### src/design/lpfe_pkg.sv
`timescale 1ns / 1ps
`default_nettype none
package lpfe_pkg;

  localparam int unsigned LENGTH_BITS_DEF = 16;

  localparam int unsigned CFG_INDEX_W = 3;
  localparam int unsigned CFG_DATA_W  = 16;

  localparam logic [CFG_INDEX_W-1:0] REG_MAX_FRAME_LENGTH  = 3'd0;
  localparam logic [CFG_INDEX_W-1:0] REG_SOURCE_LIMIT      = 3'd1;
  localparam logic [CFG_INDEX_W-1:0] REG_DESTINATION_LIMIT = 3'd2;
  localparam logic [CFG_INDEX_W-1:0] REG_NAMESPACE_LIMIT   = 3'd3;
  localparam logic [CFG_INDEX_W-1:0] REG_PAYLOAD_LIMIT     = 3'd4;

  localparam logic [CFG_DATA_W-1:0] RST_MAX_FRAME_LENGTH  = 16'd4092;
  localparam logic [CFG_DATA_W-1:0] RST_SOURCE_LIMIT      = 16'd63;
  localparam logic [CFG_DATA_W-1:0] RST_DESTINATION_LIMIT = 16'd63;
  localparam logic [CFG_DATA_W-1:0] RST_NAMESPACE_LIMIT   = 16'd127;
  localparam logic [CFG_DATA_W-1:0] RST_PAYLOAD_LIMIT     = 16'd2047;

  typedef struct packed {
    logic [CFG_DATA_W-1:0] max_frame_length;
    logic [CFG_DATA_W-1:0] source_limit;
    logic [CFG_DATA_W-1:0] destination_limit;
    logic [CFG_DATA_W-1:0] namespace_limit;
    logic [CFG_DATA_W-1:0] payload_limit;
  } lpfe_cfg_t;

  typedef struct packed {
    logic [1:0] field_id;
    logic [7:0] field_byte;
    logic       byte_valid;
    logic       field_end;
    logic       message_end;
    logic       oversize_error;
  } lpfe_result_t;

endpackage
`default_nettype wire

### src/design/lpfe_parser.sv
`timescale 1ns / 1ps
`default_nettype none
module lpfe_parser #(
  parameter int unsigned LENGTH_BITS = lpfe_pkg::LENGTH_BITS_DEF
) (
  input  wire logic                 clk_i,
  input  wire logic                 rst_ni,
  input  wire logic                 take_i,
  input  wire logic [7:0]           data_byte_i,
  input  wire lpfe_pkg::lpfe_cfg_t  cfg_i,
  output lpfe_pkg::lpfe_result_t    res_o,
  output logic                      res_valid_o
);
  import lpfe_pkg::*;

  typedef enum logic [2:0] {
    PH_HEADER = 3'd0,
    PH_TAG    = 3'd1,
    PH_SKIPV  = 3'd2,
    PH_SKIPB  = 3'd3,
    PH_LEN    = 3'd4,
    PH_DATA   = 3'd5,
    PH_IGNORE = 3'd6
  } phase_e;

  localparam logic [16:0] FIELD_REM_MAX = 17'h1FFFF;
  localparam logic [3:0]  VARINT_STEP_MAX = 4'd10;

  phase_e                 phase_q, phase_d;
  logic [1:0]             hcnt_q, hcnt_d;
  logic [31:0]            hdr_q, hdr_d;
  logic [LENGTH_BITS-1:0] msg_q, msg_d;
  logic [16:0]            vacc_q, vacc_d;
  logic                   vhi_q, vhi_d;
  logic [3:0]             vstep_q, vstep_d;
  logic [2:0]             cur_q, cur_d;
  logic [16:0]            frem_q, frem_d;
  logic [15:0]            fcop_q, fcop_d;

  logic [16:0]            vacc_t;
  logic                   vhi_t;
  logic                   vlast;
  logic [15:0]            limit;
  logic [16:0]            frem_t;
  logic [LENGTH_BITS-1:0] msg_t;
  lpfe_result_t           res;

  // varint accumulation: low 17 bits kept, any higher set bit below bit 64 is sticky
  always_comb begin
    vacc_t = vacc_q;
    vhi_t  = vhi_q;
    vlast  = ~data_byte_i[7];
    case (vstep_q)
      4'd0: vacc_t[6:0]   = vacc_q[6:0] | data_byte_i[6:0];
      4'd1: vacc_t[13:7]  = vacc_q[13:7] | data_byte_i[6:0];
      4'd2: begin
        vacc_t[16:14] = vacc_q[16:14] | data_byte_i[2:0];
        vhi_t         = vhi_q | (data_byte_i[6:3] != 4'd0);
      end
      4'd3, 4'd4, 4'd5, 4'd6, 4'd7, 4'd8: vhi_t = vhi_q | (data_byte_i[6:0] != 7'd0);
      4'd9: vhi_t = vhi_q | data_byte_i[0];
      default: ;
    endcase
  end

  always_comb begin
    case (cur_q)
      3'd1:    limit = cfg_i.source_limit;
      3'd2:    limit = cfg_i.destination_limit;
      3'd3:    limit = cfg_i.namespace_limit;
      default: limit = cfg_i.payload_limit;
    endcase
  end

  always_comb begin
    phase_d = phase_q;
    hcnt_d  = hcnt_q;
    hdr_d   = hdr_q;
    msg_d   = msg_q;
    vacc_d  = vacc_q;
    vhi_d   = vhi_q;
    vstep_d = vstep_q;
    cur_d   = cur_q;
    frem_d  = frem_q;
    fcop_d  = fcop_q;
    res     = '0;
    frem_t  = frem_q;
    msg_t   = msg_q;

    if (phase_q == PH_HEADER) begin
      hdr_d  = {hdr_q[23:0], data_byte_i};
      hcnt_d = hcnt_q + 2'd1;
      if (hcnt_q == 2'd3) begin
        if ((hdr_d > {16'd0, cfg_i.max_frame_length}) || ((hdr_d >> LENGTH_BITS) != 32'd0)) begin
          res.oversize_error = 1'b1;
        end else if (hdr_d == 32'd0) begin
          res.message_end = 1'b1;
        end else begin
          msg_d   = hdr_d[LENGTH_BITS-1:0];
          cur_d   = 3'd0;
          phase_d = PH_TAG;
          vacc_d  = '0;
          vhi_d   = 1'b0;
          vstep_d = '0;
        end
      end
    end else begin
      if (vstep_q != VARINT_STEP_MAX) begin
        vstep_d = vstep_q + 4'd1;
      end
      case (phase_q)
        PH_TAG: begin
          vacc_d = vacc_t;
          vhi_d  = vhi_t;
          if (vlast) begin
            vacc_d  = '0;
            vhi_d   = 1'b0;
            vstep_d = '0;
            case (vacc_t[2:0])
              3'd0: phase_d = PH_SKIPV;
              3'd1: begin
                phase_d = PH_SKIPB;
                frem_d  = 17'd8;
              end
              3'd5: begin
                phase_d = PH_SKIPB;
                frem_d  = 17'd4;
              end
              3'd2: begin
                phase_d = PH_LEN;
                if (vhi_t) begin
                  cur_d = 3'd0;
                end else begin
                  case (vacc_t[16:3])
                    14'd2:   cur_d = 3'd1;
                    14'd3:   cur_d = 3'd2;
                    14'd4:   cur_d = 3'd3;
                    14'd6:   cur_d = 3'd4;
                    default: cur_d = 3'd0;
                  endcase
                end
              end
              default: phase_d = PH_IGNORE;
            endcase
          end
        end
        PH_SKIPV: begin
          if (vlast) begin
            phase_d = PH_TAG;
            vacc_d  = '0;
            vhi_d   = 1'b0;
            vstep_d = '0;
          end
        end
        PH_SKIPB: begin
          if (frem_q != 17'd0) begin
            frem_t = frem_q - 17'd1;
          end
          frem_d = frem_t;
          if (frem_t == 17'd0) begin
            phase_d = PH_TAG;
            vacc_d  = '0;
            vhi_d   = 1'b0;
            vstep_d = '0;
          end
        end
        PH_LEN: begin
          vacc_d = vacc_t;
          vhi_d  = vhi_t;
          if (vlast) begin
            frem_t  = vhi_t ? FIELD_REM_MAX : vacc_t;
            frem_d  = frem_t;
            fcop_d  = '0;
            vacc_d  = '0;
            vhi_d   = 1'b0;
            vstep_d = '0;
            if (frem_t == 17'd0) begin
              if (cur_q != 3'd0) begin
                res.field_end = 1'b1;
                res.field_id  = 2'(cur_q - 3'd1);
              end
              cur_d   = 3'd0;
              phase_d = PH_TAG;
            end else begin
              phase_d = PH_DATA;
            end
          end
        end
        PH_DATA: begin
          if (cur_q != 3'd0) begin
            res.field_id = 2'(cur_q - 3'd1);
            if (fcop_q < limit) begin
              res.byte_valid = 1'b1;
              res.field_byte = data_byte_i;
              fcop_d         = fcop_q + 16'd1;
            end
          end
          if (frem_q != 17'd0) begin
            frem_t = frem_q - 17'd1;
          end
          frem_d = frem_t;
          if (frem_t == 17'd0) begin
            if (cur_q != 3'd0) begin
              res.field_end = 1'b1;
            end
            cur_d   = 3'd0;
            phase_d = PH_TAG;
            vacc_d  = '0;
            vhi_d   = 1'b0;
            vstep_d = '0;
          end
        end
        default: ;
      endcase

      if (msg_q != '0) begin
        msg_t = msg_q - LENGTH_BITS'(1);
      end
      msg_d = msg_t;
      if (msg_t == '0) begin
        if (cur_d != 3'd0) begin
          res.field_end = 1'b1;
          res.field_id  = 2'(cur_d - 3'd1);
        end
        res.message_end = 1'b1;
        cur_d   = 3'd0;
        phase_d = PH_HEADER;
        hcnt_d  = 2'd0;
        vacc_d  = '0;
        vhi_d   = 1'b0;
        vstep_d = '0;
      end
    end
  end

  assign res_o       = res;
  assign res_valid_o = res.byte_valid | res.field_end | res.message_end | res.oversize_error;

  always_ff @(posedge clk_i or negedge rst_ni) begin
    if (!rst_ni) begin
      phase_q <= PH_HEADER;
      hcnt_q  <= '0;
      hdr_q   <= '0;
      msg_q   <= '0;
      vacc_q  <= '0;
      vhi_q   <= 1'b0;
      vstep_q <= '0;
      cur_q   <= '0;
      frem_q  <= '0;
      fcop_q  <= '0;
    end else if (take_i) begin
      phase_q <= phase_d;
      hcnt_q  <= hcnt_d;
      hdr_q   <= hdr_d;
      msg_q   <= msg_d;
      vacc_q  <= vacc_d;
      vhi_q   <= vhi_d;
      vstep_q <= vstep_d;
      cur_q   <= cur_d;
      frem_q  <= frem_d;
      fcop_q  <= fcop_d;
    end
  end

endmodule
`default_nettype wire

### src/design/lpfe_skid.sv
`timescale 1ns / 1ps
`default_nettype none
module lpfe_skid (
  input  wire logic                  clk_i,
  input  wire logic                  rst_ni,
  input  wire logic                  push_i,
  input  wire lpfe_pkg::lpfe_result_t push_data_i,
  output logic                       ready_o,
  output logic                       valid_o,
  input  wire logic                  pop_ready_i,
  output lpfe_pkg::lpfe_result_t     data_o
);
  import lpfe_pkg::*;

  lpfe_result_t head_q, head_d;
  lpfe_result_t tail_q, tail_d;
  logic         hv_q, hv_d;
  logic         tv_q, tv_d;
  logic         pop;

  assign pop = hv_q & pop_ready_i;

  always_comb begin
    head_d = head_q;
    tail_d = tail_q;
    hv_d   = hv_q;
    tv_d   = tv_q;
    if (pop) begin
      if (tv_q) begin
        head_d = tail_q;
        tail_d = push_data_i;
        tv_d   = push_i;
      end else begin
        head_d = push_data_i;
        hv_d   = push_i;
      end
    end else if (push_i) begin
      if (!hv_q) begin
        head_d = push_data_i;
        hv_d   = 1'b1;
      end else begin
        tail_d = push_data_i;
        tv_d   = 1'b1;
      end
    end
  end

  assign ready_o = ~tv_q;
  assign valid_o = hv_q;
  assign data_o  = head_q;

  always_ff @(posedge clk_i or negedge rst_ni) begin
    if (!rst_ni) begin
      hv_q <= 1'b0;
      tv_q <= 1'b0;
    end else begin
      hv_q <= hv_d;
      tv_q <= tv_d;
    end
  end

  always_ff @(posedge clk_i) begin
    head_q <= head_d;
    tail_q <= tail_d;
  end

endmodule
`default_nettype wire

### src/design/length_framed_protobuf_field_extractor.sv
// Length-framed protobuf field extractor.
// s_axis carries the stream one byte per word: each frame is a 4-byte
// big-endian length followed by a protobuf message of that many bytes.
// m_axis carries the extracted words: passed bytes of fields 2, 3, 4 and 6
// tagged with field_id in tuser, field end, oversize error and message end
// (tlast). Bytes that cause no event produce no output word.
// The cfg channel writes max_frame_length and the four per-field limits by
// index; it is always ready and must only be used while the block is idle.
// Throughput is one byte per cycle while s_axis_tready is high: the parser
// state updates in the cycle a byte is taken, and its output word is registered.
// The output holds a two-word buffer, so s_axis_tready stays high while one
// word waits; it drops only when both words are held by a stalled receiver.
// Reset clears the parser to header phase, empties the output buffer and
// loads the register defaults (4092, 63, 63, 127, 2047).
`timescale 1ns / 1ps
`default_nettype none
module length_framed_protobuf_field_extractor #(
  parameter int unsigned LENGTH_BITS = lpfe_pkg::LENGTH_BITS_DEF
) (
  input  wire logic                               clk_i,
  input  wire logic                               rst_ni,
  input  wire logic                               s_axis_tvalid,
  output logic                                    s_axis_tready,
  input  wire logic [7:0]                         s_axis_tdata,   // data_byte
  output logic                                    m_axis_tvalid,
  input  wire logic                               m_axis_tready,
  output logic [15:0]                             m_axis_tdata,   // field_byte, field_end, oversize_error
  output logic [2:0]                              m_axis_tuser,   // field_id, byte_valid
  output logic                                    m_axis_tlast,   // message_end
  input  wire logic                               cfg_valid_i,
  output logic                                    cfg_ready_o,
  input  wire logic [lpfe_pkg::CFG_INDEX_W-1:0]   cfg_index_i,
  input  wire logic [lpfe_pkg::CFG_DATA_W-1:0]    cfg_data_i
);
  import lpfe_pkg::*;

  lpfe_cfg_t    cfg_q;
  lpfe_result_t res;
  lpfe_result_t out;
  logic         res_valid;
  logic         take;
  logic         skid_ready;

  assign cfg_ready_o = 1'b1;

  always_ff @(posedge clk_i or negedge rst_ni) begin
    if (!rst_ni) begin
      cfg_q.max_frame_length  <= RST_MAX_FRAME_LENGTH;
      cfg_q.source_limit      <= RST_SOURCE_LIMIT;
      cfg_q.destination_limit <= RST_DESTINATION_LIMIT;
      cfg_q.namespace_limit   <= RST_NAMESPACE_LIMIT;
      cfg_q.payload_limit     <= RST_PAYLOAD_LIMIT;
    end else if (cfg_valid_i) begin
      case (cfg_index_i)
        REG_MAX_FRAME_LENGTH:  cfg_q.max_frame_length  <= cfg_data_i;
        REG_SOURCE_LIMIT:      cfg_q.source_limit      <= cfg_data_i;
        REG_DESTINATION_LIMIT: cfg_q.destination_limit <= cfg_data_i;
        REG_NAMESPACE_LIMIT:   cfg_q.namespace_limit   <= cfg_data_i;
        REG_PAYLOAD_LIMIT:     cfg_q.payload_limit     <= cfg_data_i;
        default: ;
      endcase
    end
  end

  assign s_axis_tready = skid_ready;
  assign take          = s_axis_tvalid & skid_ready;

  lpfe_parser #(
    .LENGTH_BITS(LENGTH_BITS)
  ) u_parser (
    .clk_i       (clk_i),
    .rst_ni      (rst_ni),
    .take_i      (take),
    .data_byte_i (s_axis_tdata),
    .cfg_i       (cfg_q),
    .res_o       (res),
    .res_valid_o (res_valid)
  );

  lpfe_skid u_skid (
    .clk_i       (clk_i),
    .rst_ni      (rst_ni),
    .push_i      (take & res_valid),
    .push_data_i (res),
    .ready_o     (skid_ready),
    .valid_o     (m_axis_tvalid),
    .pop_ready_i (m_axis_tready),
    .data_o      (out)
  );

  assign m_axis_tdata = {6'd0, out.oversize_error, out.field_end, out.field_byte};
  assign m_axis_tuser = {out.byte_valid, out.field_id};
  assign m_axis_tlast = out.message_end;

endmodule
`default_nettype wire

### config.mk
export PLATFORM = sky130hd
export DESIGN_NAME = length_framed_protobuf_field_extractor
export DESIGN_NICKNAME = d
export VERILOG_FILES = /design/src/design/lpfe_pkg.sv /design/src/design/lpfe_parser.sv /design/src/design/lpfe_skid.sv /design/src/design/length_framed_protobuf_field_extractor.sv
export SDC_FILE = /design/constraint.sdc
export NUM_CORES = 1
export LEC_CHECK = 0
export BUFFER_PORTS_ARGS = -buffer_cell sky130_fd_sc_hd__buf_4
export CAP_MARGIN = 20
export CORE_ASPECT_RATIO = 0.75
export CORE_MARGIN = 2
export CORE_UTILIZATION = 35
export CTS_BUF_LIST = sky130_fd_sc_hd__clkbuf_2 sky130_fd_sc_hd__clkbuf_4 sky130_fd_sc_hd__clkbuf_8
export CTS_CLUSTER_DIAMETER = 100
export CTS_CLUSTER_SIZE = 10
export DETAILED_ROUTE_END_ITERATION = 16
export PLACE_DENSITY_LB_ADDON = 0.15
export SYNTH_ARGS = -nofsm -noshare
export SYNTH_HDL_FRONTEND = slang
export SYNTH_HIERARCHICAL = 1
export SYNTH_SLANG_ARGS = --single-unit
### constraint.sdc
create_clock -name clk_i -period 13.2 [get_ports clk_i]
set_input_delay 0.66 -clock clk_i [delete_from_list [all_inputs] [get_ports clk_i]]
set_output_delay 0.66 -clock clk_i [all_outputs]
set_load 0.05 [all_outputs]
; Word level (Yosys, flattened, before mapping)
; Index checks and enable logic that the tools add are counted.
[classes]
n_reduce_logical = 44
order_cmp = 2
bitwise_logic = 14
n_addsub = 7
n_mux = 122
eq_ne = 46
[ops]
columns = cell, count
row1 = $mux W17, 17
row2 = $mux W16, 9
row3 = $pmux W17 S4, 2
row4 = $mux W14, 8
row5 = $mux W3, 24
row6 = $logic_not A17 Y1, 3
row7 = $pmux W16 S3, 1
row8 = $mux W4, 9
row9 = $pmux W17 S2, 1
row10 = $gt A32 B16 Y1, 1
row11 = $logic_not A32 Y1, 1
row12 = $pmux W16 S2, 1
row13 = $reduce_bool A32 Y1, 1
row14 = $eq A14 B2 Y1 const B, 2
row15 = $eq A14 B3 Y1 const B, 2
row16 = $mux W1, 26
row17 = $eq A3 B2 Y1 const B, 7
row18 = $reduce_and A2 Y1, 10
row19 = $mux W2, 9
row20 = $mux W9, 2
row21 = $pmux W3 S3, 2
row22 = $reduce_bool A17 Y1, 1
row23 = $sub A17 B1 Y17 const B, 1
row24 = $add A16 B1 Y16 const B, 1
row25 = 51 further kinds, 94
[totals]
word_cells = 264
output_inout_bits = 23
input_bits = 32
ff_bits = 213

; Depth between registers and ports, before layout
[logic_depth]
ltp_word = 19
mapped_depth = 17
ltp_nobuf = 16

; By module
; The synthesis kept the hierarchy.
[modules_own_cells]
columns = module, seq_area_each_um2, cells_per_inst, area_each_um2, n_inst
row1 = lpfe_parser, 2577.5, 958, 7971.4, 1
row2 = length_framed_protobuf_field_extractor, 2052.0, 184, 3196.8, 1
row3 = lpfe_skid, 890.9, 55, 1178.6, 1

; Least setup slack after synthesis
; No wires, ideal clock.
[synth_path]
path_kind = register -> register
startpoint = register u_parser.cur_q[0]
endpoint = register u_skid/tail_q[0] in the netlist's numbering (enable)
arrival_time_ns = 5.036
synth_period_minus_slack_ns = 5.422
slack_ns = 7.778
t_required_ns = 12.814
path_buffers = 2
setup_time_ns = 0.386
path_stages_with_launch = 17
path_cell_list = dfrtp_1 clkbuf_1 buf_1 mux2_2 a221oi_1 ha_1 a21o_1 a21o_1 a221o_1 a221oi_1 nor2_1 nor4b_1 nor2_1 o211ai_1 and3_1 mux2i_1 nor2b_1
[synth_lines]
columns = item, line
row1 = from (decl), lpfe_parser.sv:36  ; logic [2:0] cur_q, cur_d;
row2 = from (signal assigned), lpfe_parser.sv:259  ; cur_q <= cur_d;
row3 = to (signal assigned), lpfe_skid.sv:64  ; tail_q <= tail_d;
row4 = to (decl), lpfe_skid.sv:16  ; lpfe_result_t tail_q, tail_d;

==> run metrics <==
CTS buffer count 25; Core ar. 0.0347 mm^2; number of library cell types mapped by synthesis 90; Routability Congestion 0.822; crit path kind flip-flop to flip-flop; Fin Clk Skew 45.6 ps; most instantiated library cell after synthesis dfrtp_1; CP Data Required Time 13490 ps; # rows 59; antenna violations before repair 0; Startpoint Class flip-flop; Post-CTS Hold Fix Bufs 0; xor/xnor share of the synthesized area 0.00922; Hold Slack 243 ps; DR iter-0 viols 765; R2R Path End u_skid/tail_q[2]; number of buffers added for setup after CTS 0; share of cells above drive strength 1 0.249; Placed Cells 1646; Nets 1292; final wirelength 32.9 mm; Post-Synth Adder-Cell Area 0.0434; first-pass GRT wire length 53.4 mm; vias per inst 5.50; synthesized cell area 0.0123 mm^2; post-layout min period 5570 ps; unrepaired setup endpoints after global routing false; Syn-to-layout area delta 9.60%; Initial Util 0.356; Syn Inst Count 1197; clk root buf clkbuf_8; worst min path class primary input to asynchronous set/reset pin; synth cell count leaders dfrtp_1, mux2_2, nor2_1, a21oi_1, o21ai_0; Period Utilization, post-route 0.422; # IOs 55; setup TNS 0 ps; slowest CP cell nor4b_2; Relative slew margins 0.308; Yosys top cell by area dfrtp_1; max-cap viol count 0; total track usage 0.180; Antenna Nets Post-Route 0; VDD IR-drop max 0.0530 mV; Max Clock Freq 179 MHz; Post-synth EDFFs 28; TritonRoute pass-1 iters 5; Synth Register Bits 213; synth top area cells dfrtp_1, mux2_2, dfstp_2; clock sinks 213; crit-path max FO 13; fill count 3448; largest family of logic cells by synthesized area compound AO/OA/AOI/OAI gates; clock latency on the worst-skew pair 600 ps; Synth Flop Type dfrtp_1; Die X 221 um; Hold Fails Final Rpt 0; largest net degree at the start of global routing 114; FF-to-FF path depth 17; Async SR Flop Fraction 0.869; DIE HEIGHT 167 um; Post-Synth Simple-Gate Area 0.155; R2R setup slack 7630 ps; status finished, final reports clean; pwr dens 106 mW/mm^2; port bufs 47; H-tree levels 1; CTS clock-pin slew for the worst setup and hold paths 80 ps; Worst EP arrival 5870 ps; mux cell area share after synthesis 0.136; final setup vio count 0; Mapped Avg Cell Area 10.3 um^2; leakage power total 5.82 nW; ant diodes 0; YS warnings 6; worst slew pin tran 1040 ps; Critical Path Max Stage Delay 880 ps; Compound-Gate Fraction of Synth Area 0.164; Slew Limit Fails 0; CP endpoint kind flip-flop; gr ovfl total 0; Gates resized, CTS repair 0; Bufs on Longest Clock Path 3; TritonCTS clock tree done; Synth top area share 0.294; vias in the first global route 9095; Post-route DRC 0; crit-path cells buf_4 -> nor2b_1 -> buf_4 -> a221oi_1 -> ha_1 -> a21o_1 -> a21o_1 -> a221o_1 -> a221oi_1 -> nor2_1 -> nor4b_2 -> nor2_1 -> o211ai_1 -> and3_1 -> mux2i_1 -> nor2b_1 -> buf_6; routed len/inst 19.4 um; DIE AREA 0.0368 mm^2; Non-Filler Instances 1693; DR vias 9315; worst r2r src u_parser/cur_q[2]; hpwl dp 23.0 mm; register area share after synthesis 0.447
report_power, final:
part	switching, mW	leakage [nW]	internal (mW)
Combinational	0.0882	3.02	0.0898
Sequential	0.0340	2.53	0.737
Clock	0.251	0.267	0.228
Total	0.373	5.82	1.05
sequential cells by signal (all words and copies together), names as in the netlist, 4 cells and up:
name              cells
u_parser/vstep_q      4
u_parser/msg_q       16
u_parser/hdr_q       24
u_skid/data_o        14
u_skid/tail_q        14
cfg_q                80
u_parser/frem_q      17
u_parser/vacc_q      17
u_parser/fcop_q      16
cell usage in the layout (no fill, tap or decap), types with 5 or more instances in the layout:
cell type,instances
xnor2_1,9
o2bb2ai_1,11
a22oi_1,7
conb_1,7
nand2_1,48
nor3_1,31
nor2_1,111
a21oi_1,96
o211ai_1,6
o21ai_0,67
dfrtp_1,145
edfxtp_1,28
o22a_1,6
or3_1,10
and2_1,15
o21a_1,8
inv_1,44
mux2_4,11
nand4_1,13
a221oi_1,19
mux2_2,126
a22o_1,5
o31ai_1,6
buf_4,59
a21o_1,17
nor2b_1,24
a31oi_1,9
clkbuf_8,26
and3_1,5
ha_1,42
or4_1,5
dfstp_2,40
nand3_1,21
nor4_1,24
nor3b_1,8
a211oi_1,9
and4_1,5
clkbuf_4,18
mux2i_1,10
layer usage:
layer,track usage,wire (um),vias up,part of all wire
met5,0,0,-,0
met4,0.0382,641,0,0.019
met3,0.0238,1570,35,0.048
met2,0.259,13500,209,0.41
met1,0.284,17200,4601,0.52
li1,-,-,4470,-
kinds of logic after synthesis:
logic type / Yosys count
buffers and inverters: 116
AO/OA/AOI/OAI: 307
XOR/XNOR: 13
flip-flops: 213
multiplexers: 147
adder cells (fa/ha/maj): 43
AND/OR/NAND/NOR: 356
other: 2
worst max-delay path, delay by kind of cell (launching register included):
| family | cells | cell delay [ps] |
|---|---|---|
| DFF | 1 | 670 |
| adders and majority gates | 1 | 300 |
| muxes | 1 | 100 |
| buffers and inverters | 3 | 700 |
| AOI/OAI and AO/OA | 6 | 1580 |
| and+or+nand+nor | 6 | 1910 |
through the flow:
stage	utilization	cell area (um^2)	total power, mW	setup WS [ps]
3_5_place_dp	0.375	13000	0.963	7160
2_1_floorplan	-	12400	0.895	7780
3_3_place_gp	0.375	13000	0.960	6930
4_1_cts	0.390	13500	1.45	7150
5_1_grt	0.390	13500	1.51	7150
6_report	0.390	13500	1.43	7630
worst max-delay path by stage:
stage,start,end,cells past startpoint
floorplan,u_parser/cur_q[0],u_skid/tail_q[0],16
global placement,u_parser/cur_q[2],u_skid/tail_q[4],16
detailed placement,u_parser/cur_q[2],u_skid/tail_q[6],16
CTS,u_parser/cur_q[2],u_skid/tail_q[2],16
global route,u_parser/cur_q[2],u_skid/tail_q[11],17
finish,u_parser/cur_q[2],u_skid/tail_q[2],17
final cells by class:
| type | instances | area (um^2) | share of cell area |
|---|---|---|---|
| Timing Repair Buffer | 61 | 468 | 0.0346 |
| Multi-Input combinational cell | 873 | 6310 | 0.466 |
| Tap cell | 457 | 572 | 0.0423 |
| Inverter | 44 | 165 | 0.0122 |
| Clock inverter | 2 | 16.3 | 0.00120 |
| Sequential cell | 213 | 5520 | 0.408 |
| Clock buffer | 43 | 479 | 0.0354 |
Note: power is estimated with default switching activity, not from simulation.
